$ cat config.mk
export PLATFORM = sky130hd
export DESIGN_NAME = halton_radical_inverse_core
export DESIGN_NICKNAME = d
export VERILOG_FILES = /design/src/rtl/hri_pkg.sv /design/src/rtl/hri_divstep.sv /design/src/rtl/halton_radical_inverse_core.sv
export SDC_FILE = /design/constraint.sdc
export NUM_CORES = 1
export LEC_CHECK = 0
export BUFFER_PORTS_ARGS = -buffer_cell sky130_fd_sc_hd__buf_2
export CAP_MARGIN = 5
export CORE_UTILIZATION = 55
export DETAILED_ROUTE_END_ITERATION = 12
export PLACE_DENSITY = 0.72
export SYNTH_ARGS = -nofsm -noshare
export SYNTH_HDL_FRONTEND = slang
export SYNTH_SLANG_ARGS = --single-unit
$ cat constraint.sdc
create_clock -name aclk -period 11.5 [get_ports aclk]
set_clock_uncertainty 0.15 [all_clocks]
set_input_delay 2.3 -clock aclk [delete_from_list [all_inputs] [get_ports aclk]]
set_output_delay 2.3 -clock aclk [all_outputs]
set_load 0.05 [all_outputs]
$ cat src/rtl/hri_pkg.sv
`timescale 1ns / 1ps

package hri_pkg;

    // Operand alignment of the shared compare/subtract step
    typedef logic hri_mode_t;

    localparam hri_mode_t MODE_DIGIT = 1'b0;  // remainder step of a base digit
    localparam hri_mode_t MODE_FRAC  = 1'b1;  // quotient bit of the fraction

endpackage

$ cat src/rtl/hri_divstep.sv
`timescale 1ns / 1ps

module hri_divstep
    import hri_pkg::*;
#(
    parameter int WIDE_BITS  = 39,
    parameter int RADIX_BITS = 8
) (
    input  hri_mode_t              mode,
    input  logic [RADIX_BITS-1:0]  rem,
    input  logic                   bit_in,
    input  logic [RADIX_BITS-1:0]  base,
    input  logic [WIDE_BITS-1:0]   rev,
    input  logic [WIDE_BITS-1:0]   pw,
    output logic                   ge,
    output logic [WIDE_BITS:0]     diff
);

    localparam int SW = WIDE_BITS + 1;

    logic [SW-1:0] op_a;
    logic [SW-1:0] op_b;
    logic [SW:0]   diff_full;

    always_comb begin
        if (mode == MODE_DIGIT) begin
            op_a = SW'({rem, bit_in});
            op_b = SW'(base);
        end else begin
            op_a = {rev, 1'b0};
            op_b = {1'b0, pw};
        end
    end

    // borrow out of the top bit means op_a < op_b
    assign diff_full = {1'b0, op_a} - {1'b0, op_b};
    assign ge        = ~diff_full[SW];
    assign diff      = diff_full[SW-1:0];

endmodule

$ cat src/rtl/halton_radical_inverse_core.sv
`timescale 1ns / 1ps
// Channel   Ports                                   Direction
// request   s_valid s_ready s_sample_index s_radix  in
// result    m_valid m_ready m_fraction m_bad_radix  out
//
// One request at a time. Per base digit of the index a request runs the ST_DIV
// loop, ST_MUL_R and ST_MUL_P; then ST_FRAC, then ST_DONE. A radix below 2 goes
// straight to ST_DONE. The digit loop and the fraction loop share one
// compare/subtract unit, one bit per cycle, and one multiplier for R and P.
// aresetn clears the sequencer and the result valid. The result register
// lets a new request enter while the previous result waits on m_ready.

module halton_radical_inverse_core
    import hri_pkg::*;
#(
    parameter int INDEX_BITS    = 31,
    parameter int FRACTION_BITS = 32,
    parameter int RADIX_BITS    = 8
) (
    input  logic                     aclk,
    input  logic                     aresetn,
    input  logic                     s_valid,
    output logic                     s_ready,
    input  logic [INDEX_BITS-1:0]    s_sample_index,
    input  logic [RADIX_BITS-1:0]    s_radix,
    output logic                     m_valid,
    input  logic                     m_ready,
    output logic [FRACTION_BITS-1:0] m_fraction,
    output logic                     m_bad_radix
);

    localparam int W     = INDEX_BITS + RADIX_BITS;
    localparam int STEPS = (INDEX_BITS > FRACTION_BITS) ? INDEX_BITS : FRACTION_BITS;
    localparam int CW    = $clog2(STEPS + 1);

    localparam logic [2:0] ST_IDLE  = 3'd0;
    localparam logic [2:0] ST_DIV   = 3'd1;
    localparam logic [2:0] ST_MUL_R = 3'd2;
    localparam logic [2:0] ST_MUL_P = 3'd3;
    localparam logic [2:0] ST_FRAC  = 3'd4;
    localparam logic [2:0] ST_DONE  = 3'd5;

    logic [2:0]               state_reg, state_next;
    logic [CW-1:0]            cnt_reg, cnt_next;
    logic [INDEX_BITS-1:0]    idx_reg, idx_next;
    logic [RADIX_BITS-1:0]    base_reg, base_next;
    logic [RADIX_BITS-1:0]    rem_reg, rem_next;
    logic [W-1:0]             rev_reg, rev_next;
    logic [W-1:0]             pw_reg, pw_next;
    logic [FRACTION_BITS-1:0] q_reg, q_next;
    logic                     bad_reg, bad_next;
    logic                     m_valid_reg, m_valid_next;
    logic [FRACTION_BITS-1:0] m_fraction_reg, m_fraction_next;
    logic                     m_bad_radix_reg, m_bad_radix_next;

    hri_mode_t        mode;
    logic             ge;
    logic [W:0]       diff;
    logic [W-1:0]     mul_a;
    logic [W+RADIX_BITS-1:0] prod;

    assign mode = (state_reg == ST_FRAC) ? MODE_FRAC : MODE_DIGIT;

    hri_divstep #(
        .WIDE_BITS  (W),
        .RADIX_BITS (RADIX_BITS)
    ) u_divstep (
        .mode   (mode),
        .rem    (rem_reg),
        .bit_in (idx_reg[INDEX_BITS-1]),
        .base   (base_reg),
        .rev    (rev_reg),
        .pw     (pw_reg),
        .ge     (ge),
        .diff   (diff)
    );

    assign mul_a = (state_reg == ST_MUL_P) ? pw_reg : rev_reg;
    assign prod  = {{RADIX_BITS{1'b0}}, mul_a} * {{W{1'b0}}, base_reg};

    assign s_ready     = (state_reg == ST_IDLE);
    assign m_valid     = m_valid_reg;
    assign m_fraction  = m_fraction_reg;
    assign m_bad_radix = m_bad_radix_reg;

    always_comb begin
        state_next       = state_reg;
        cnt_next         = cnt_reg;
        idx_next         = idx_reg;
        base_next        = base_reg;
        rem_next         = rem_reg;
        rev_next         = rev_reg;
        pw_next          = pw_reg;
        q_next           = q_reg;
        bad_next         = bad_reg;
        m_valid_next     = m_valid_reg & ~m_ready;
        m_fraction_next  = m_fraction_reg;
        m_bad_radix_next = m_bad_radix_reg;

        unique case (state_reg)
            ST_IDLE: begin
                if (s_valid) begin
                    idx_next  = s_sample_index;
                    base_next = s_radix;
                    rem_next  = '0;
                    rev_next  = '0;
                    pw_next   = W'(1);
                    q_next    = '0;
                    bad_next  = (s_radix < RADIX_BITS'(2));
                    cnt_next  = CW'(INDEX_BITS);
                    if (s_radix < RADIX_BITS'(2)) begin
                        state_next = ST_DONE;
                    end else if (s_sample_index == '0) begin
                        cnt_next   = CW'(FRACTION_BITS);
                        state_next = ST_FRAC;
                    end else begin
                        state_next = ST_DIV;
                    end
                end
            end
            ST_DIV: begin
                // shift the quotient bit in as the index bit moves to the remainder
                idx_next = {idx_reg[INDEX_BITS-2:0], ge};
                rem_next = ge ? diff[RADIX_BITS-1:0]
                              : {rem_reg[RADIX_BITS-2:0], idx_reg[INDEX_BITS-1]};
                cnt_next = cnt_reg - CW'(1);
                if (cnt_reg == CW'(1)) begin
                    state_next = ST_MUL_R;
                end
            end
            ST_MUL_R: begin
                rev_next   = prod[W-1:0] + W'(rem_reg);
                state_next = ST_MUL_P;
            end
            ST_MUL_P: begin
                pw_next  = prod[W-1:0];
                rem_next = '0;
                if (idx_reg == '0) begin
                    cnt_next   = CW'(FRACTION_BITS);
                    state_next = ST_FRAC;
                end else begin
                    cnt_next   = CW'(INDEX_BITS);
                    state_next = ST_DIV;
                end
            end
            ST_FRAC: begin
                rev_next = ge ? diff[W-1:0] : {rev_reg[W-2:0], 1'b0};
                q_next   = {q_reg[FRACTION_BITS-2:0], ge};
                cnt_next = cnt_reg - CW'(1);
                if (cnt_reg == CW'(1)) begin
                    state_next = ST_DONE;
                end
            end
            ST_DONE: begin
                // hold until the result register is free
                if (!m_valid_reg || m_ready) begin
                    m_valid_next     = 1'b1;
                    m_fraction_next  = bad_reg ? '0 : q_reg;
                    m_bad_radix_next = bad_reg;
                    state_next       = ST_IDLE;
                end
            end
            default: begin
                state_next = ST_IDLE;
            end
        endcase
    end

    always_ff @(posedge aclk) begin
        if (!aresetn) begin
            state_reg   <= ST_IDLE;
            m_valid_reg <= 1'b0;
        end else begin
            state_reg   <= state_next;
            m_valid_reg <= m_valid_next;
        end
    end

    always_ff @(posedge aclk) begin
        cnt_reg         <= cnt_next;
        idx_reg         <= idx_next;
        base_reg        <= base_next;
        rem_reg         <= rem_next;
        rev_reg         <= rev_next;
        pw_reg          <= pw_next;
        q_reg           <= q_next;
        bad_reg         <= bad_next;
        m_fraction_reg  <= m_fraction_next;
        m_bad_radix_reg <= m_bad_radix_next;
    end

endmodule

# Word-level counts from Yosys, hierarchy flattened
# Index checks and enable logic that the tools add are counted.
[totals] ff_bits=201 inputBits=43 out_inout_bits=35 elab_cells=82
[classes] add_sub_neg=3 multipliers=1 n_lt_le_gt_ge=1 eq_ne=10 muxes=31 bitwise=3 n_reduce_logical=21
[op_table] op="two-way mux 39 bit" count=5
[op_table] op="one-hot mux 39 bit (3 select lines)" count=1
[op_table] op="one-hot mux 39 bit (2 select lines)" count=1
[op_table] op="one-hot mux 32 bit (2 select lines)" count=1
[op_table] op="zero test 31 bit" count=2
[op_table] op="one-hot mux 31 bit (2 select lines)" count=1
[op_table] op="subtractor 40 x 39 -> 41 bit" count=1
[op_table] op="two-way mux 40 bit" count=1
[op_table] op="adder 39 x 8 -> 39 bit" count=1
[op_table] op="multiplier 39 x 8 -> 39 bit" count=1
[op_table] op="two-way mux 32 bit" count=1
[op_table] op="two-way mux 31 bit" count=1
[op_table] op="two-way mux 6 bit" count=4
[op_table] op="one-hot mux 8 bit (3 select lines)" count=1
[op_table] op="two-way mux 3 bit" count=7
[op_table] op="one-hot mux 3 bit (6 select lines)" count=1
[op_table] op="one-hot mux 6 bit (3 select lines)" count=1
[op_table] op="two-way mux 8 bit" count=2
[op_table] op="AND reduction 2 bit" count=8
[op_table] op="nonzero test 3 bit" count=3
[op_table] op="< comparator 8 x 2 -> 1 bit, second input constant" count=1
[op_table] op="== test 3 x 2 -> 1 bit, second input constant" count=2
[op_table] op="== test 3 bit, second input constant" count=2
[op_table] op="== test 6 x 1 -> 1 bit, second input constant" count=1
[op_table] op="13 further kinds" count=20

# Longest topological paths before layout
[logic_depth] ltp_word=6 depth_mapped=32 ltp_nobuf=28

# By module
# From an unflattened synthesis, not the netlist that was laid out.
[unflattened] cells_unflattened=2273 hier_area_um2=21536.9
[by_module_without_submodules] module="halton_radical_inverse_core" instances=1 cells_each=1871 area_per_inst_um2=18850.6 seq_area_each_um2=5995.8
[by_module_without_submodules] module="hri_divstep" instances=1 cells_each=402 area_per_inst_um2=2686.3 seq_area_each_um2=0.0

# Worst setup path before layout
# Ideal clock, no wire load.
[synth_timing] path_kind="register -> register" start="register state_reg[2]" end="register rev_reg[33] (data pin)" setup_ns=0.261 arrival_time_ns=7.649 t_required_ns=11.089 slack_ns=3.441 stages_incl_launch_ff=28 period_less_slack_ns=8.059 path_cell_list="dfxtp_1 > clkbuf_1 > nor2b_1 > clkbuf_1 > nand2_1 > clkbuf_1 > buf_1 > mux2i_1 > nand2b_1 > fa_1 > fa_1 > inv_1 > fa_1 > inv_1 > fa_1 > inv_1 > ha_1 > a211o_1 > o21bai_1 > a221oi_1 > xor2_1 > nand4b_2 > or4_1 > buf_2 > nor4_4 > nand2_1 > xnor2_1 > a221o_1"
[synth_via] elab_chain_cells=6
[synth_rtl] item="start, declared" line="halton_radical_inverse_core.sv:43" text="logic [2:0] state_reg, state_next;"
[synth_rtl] item="start signal, assigned" line="halton_radical_inverse_core.sv:174" text="state_reg <= state_next;"
[synth_rtl] item="branches (longest 5 deep; another with multiplier 39 x 8 -> 39 bit)"
[synth_rtl] item="one-hot mux 39 bit (3 select lines) *" line="halton_radical_inverse_core.sv:100" text="unique case (state_reg)"
[synth_rtl] item="named net rev_next[33]" line="halton_radical_inverse_core.sv:48" text="logic [W-1:0] rev_reg, rev_next;"
[synth_rtl] item="end signal, assigned" line="halton_radical_inverse_core.sv:184" text="rev_reg <= rev_next;"
[synth_rtl] item="end, declared" line="halton_radical_inverse_core.sv:48"
# Mark *: on every way through the listed nets, which the timed path passes.
# A chain may end at the register's enable or synchronous reset.

# Worst setup path after layout
[layout_timing] start="register state_reg[0]" end="register rev_reg[33] (data pin)"
# Same word-level chain as after synthesis.

==> implementation parameters <==
Parameter                              Value

STA
  Setup TNS ... 0 ps
  Max Transition Viols Final ... 0
  Endpoints failing hold ... 0
  Setup Viol. Count Final ... 0
  Setup repair after global routing missed its margin ... false
  Post-route minimum period ... 9329 ps
  Upper clock frequency limit ... 0.1072 GHz
  Worst-margin pin slew ... 1218 ps
  Period utilization ... 0.8112
  Relative slew margins ... 0.1881

Synth
  Number of storage elements in the synthesis netlist ... 201
  Synth Net Count ... 2523
  Most frequently used cell type in the post-synthesis netlist ... sky130_fd_sc_hd__nand2_1
  Netlist cell types ... 79
  FFs w/ async S/R, synth ... 0
  Flip-flop cell with the highest count after synthesis ... sky130_fd_sc_hd__edfxtp_1
  Leading cell types by count after synthesis ... sky130_fd_sc_hd__nand2_1, sky130_fd_sc_hd__nor2b_1, sky130_fd_sc_hd__fa_1, sky130_fd_sc_hd__edfxtp_1, sky130_fd_sc_hd__inv_1
  Warning count from the yosys run ... 0
  Number of cells produced by synthesis ... 2184
  Fraction of post-synthesis cell area in the top cell type by area ... 0.2838
  Leading post-synthesis cells by cell area ... sky130_fd_sc_hd__edfxtp_1, sky130_fd_sc_hd__fa_1, sky130_fd_sc_hd__nor2b_1
  Post-Syn Area per Cell ... 9.546 µm²
  EDFF count, synth ... 197
  Share of the yosys chip area belonging to registers ... 0.2876
  Post-synthesis instance area ... 0.02085 mm²
  Cell accounting for the most synthesized area ... sky130_fd_sc_hd__edfxtp_1

GRT
  Number of antenna violations at the first check in global routing ... 1
  Sum of overflow across all layers after global routing ... 0
  First-pass GRT wire length ... 87380 µm
  GRT Total Usage ... 0.2840
  Vias in the first global route ... 16580
  Maximum number of pins on one net before global-route repair ... 56

Floorplanning
  Total die area ... 0.03869 mm²
  Starting density of the core ... 0.5640
  Std cell rows ... 70
  Die Width ... 196.7 µm
  I/O pin count ... 78
  Height of the chip ... 196.7 µm
  Floorplan core area ... 0.03696 mm²

Placed design
  Final weighted congestion in routability-driven placement ... 0.9690
  Buffers added on ports ... 77
  Detailed-placement wirelength estimate ... 40140 µm
  Placed Instance Area ... 0.02169 mm²

Clocking
  Clock tree root buffer cell ... sky130_fd_sc_hd__clkbuf_16
  Clock latency reported for the late side of the worst-skew pair ... 520 ps
  CTS sink cnt ... 201
  Hold Buf Count CTS ... 0
  Clock tree from TritonCTS ... done
  Total setup buffers inserted after CTS ... 0
  Cts repair resizes ... 0
  Buffer depth of the longest clock path ... 3
  Number of levels the H-tree was split into ... 1
  Clk slew on worst S/H paths ... 60 ps
  Total CTS buffers ... 22

Setup path
  Endpoint of the worst register-to-register path ... rev_reg[33]
  Startpoint of the most critical register-to-register path ... state_reg[0]
  Worst Path Arrival ... 9440 ps
  Start-to-end type of the worst setup path ... register to register
  Worst EP required ... 11610 ps
  CP endpoint kind ... register
  Library cell appearing most often on the critical path ... sky130_fd_sc_hd__fa_1
  Top fanout value on the critical path ... 28
  Kind of start point of the critical path ... register
  Critical Path Max Stage Delay ... 890 ps
  Number of cells on the worst reg-to-reg path ... 22
  Worst reg2reg setup slack ... 2170 ps
  Cells traversed along the worst timing path ... nor2b_1, nand2_4, mux2i_1, nand2b_1, fa_1, fa_1, inv_1, fa_1, inv_1, fa_1, inv_1, ha_1, a211o_1, o21bai_1, a221oi_1, xor2_1, nand4b_2, or4_1, nor4_4, nand2_1, xnor2_1, a221o_1
  Max stage delay cell, worst path ... sky130_fd_sc_hd__mux2i_1

Final layout
  Layout net count ... 2549
  Fillers ... 3201
  Fraction of layout instances using a drive strength above 1 ... 0.08041
  Relative area change from synthesis to final layout ... 7.256%
  Cell area after layout ... 0.02236 mm²

Worst hold path
  Kind of path behind the tightest hold check ... register to register
  Endpoint of the worst hold-timing path ... idx_reg[6]
  Hold Crit Depth ... 2
  Hold Crit Start ... idx_reg[5]

Detailed routing
  Violation count after the first detailed-route iteration ... 1340
  Number of nets still failing antenna checks after routing ... 0
  Vias per inst ... 5.953
  Vias post-DR ... 16260
  Detailed Routing Iterations Pass 1 ... 5
  DRC violation count after routing ... 0
  DRT Wirelength ... 53380 µm
  WL/cell ... 19.55 µm

Status
  Outcome ... finished, final reports clean

Flow run
  Max capacitance violation total ... 0
==> per-layer routing <==
metal	wire length (µm)	vias to the layer above	global-route usage
met5	0	-	0
met4	1600	0	0.08958
met3	3189	106	0.02823
met2	25280	621	0.4630
met1	23310	8077	0.4014
li1	-	7453	-
==> layout by cell type, fill, tap and decap left out, types with 55 or more instances in the layout <==
master and n:
sky130_fd_sc_hd__and3_1 71, sky130_fd_sc_hd__xnor2_1 75, sky130_fd_sc_hd__o21ai_0 63, sky130_fd_sc_hd__fa_1 200
sky130_fd_sc_hd__nand2b_1 55, sky130_fd_sc_hd__buf_2 77, sky130_fd_sc_hd__nor2_1 97, sky130_fd_sc_hd__ha_1 96
sky130_fd_sc_hd__nand2_1 253, sky130_fd_sc_hd__a21oi_1 80, sky130_fd_sc_hd__edfxtp_1 197, sky130_fd_sc_hd__inv_1 195
sky130_fd_sc_hd__nor2b_1 238
==> stage by stage <==
| step | utilization | cells | hold WS (ps) | setup WS (ps) |
|---|---|---|---|---|
| 6_report | 0.6050 | 2731 | 387.7 | 2171 |
| 5_1_grt | 0.6050 | 2731 | 405.5 | 1829 |
| 4_1_cts | 0.6049 | 2730 | 390.8 | 2309 |
| 3_5_place_dp | 0.5869 | 2690 | 375.7 | 2348 |
| 3_3_place_gp | 0.5869 | 2690 | 370.0 | 2538 |
| 2_1_floorplan | - | 2184 | 359.1 | 3441 |
==> kinds of logic (layout without fill, tap and decap cells) <==
kind of cell | after synthesis | after routing | share of synthesized area
flip-flops | 201 | 201 | 0.2876
multiplexers | 66 | 66 | 0.03241
AND/OR/NAND/NOR | 882 | 882 | 0.2246
AO/OA/AOI/OAI | 329 | 329 | 0.1026
buffers and inverters | 293 | 335 | 0.05359
XOR/XNOR | 117 | 117 | 0.04951
adder cells (fa/ha/maj) | 296 | 296 | 0.2497
other | 0 | 1 | 0
==> worst max-delay path by stage <==
stage	from	endpoint	slack, ps	depth (start not counted)
after floorplan	state_reg[2]	rev_reg[33]	3440	27
after global placement	state_reg[0]	rev_reg[33]	2540	22
after detailed placement	state_reg[0]	rev_reg[33]	2350	22
after CTS	state_reg[0]	rev_reg[33]	2310	22
after global routing	state_reg[0]	rev_reg[33]	1830	22
final	state_reg[0]	rev_reg[33]	2170	22
==> critical path: cells and delay by family (launching register included) <==
| kind | cells | cell delay (ps) |
|---|---|---|
| buf+inv | 3 | 180 |
| simple gates | 7 | 2970 |
| mux | 1 | 890 |
| compound gates | 4 | 1510 |
| xor+xnor | 2 | 390 |
| fa+ha+maj | 5 | 2360 |
| flops | 1 | 610 |
==> layout make-up <==
cell class / count / area, µm² / share of cell area
flip-flops and latches: 201 / 5997 / 0.2682
inverters: 195 / 732.0 / 0.03273
multi-input cells: 1690 / 13770 / 0.6160
well taps: 504 / 630.6 / 0.02820
clock inverters: 16 / 86.33 / 0.003861
diodes: 1 / 2.502 / 0.0001119
repair buffers: 100 / 558.0 / 0.02496
clock buffers: 24 / 579.3 / 0.02591
Power is not shown: default switching activity piles up to over one toggle a cycle in this logic, so the estimate is an artifact.
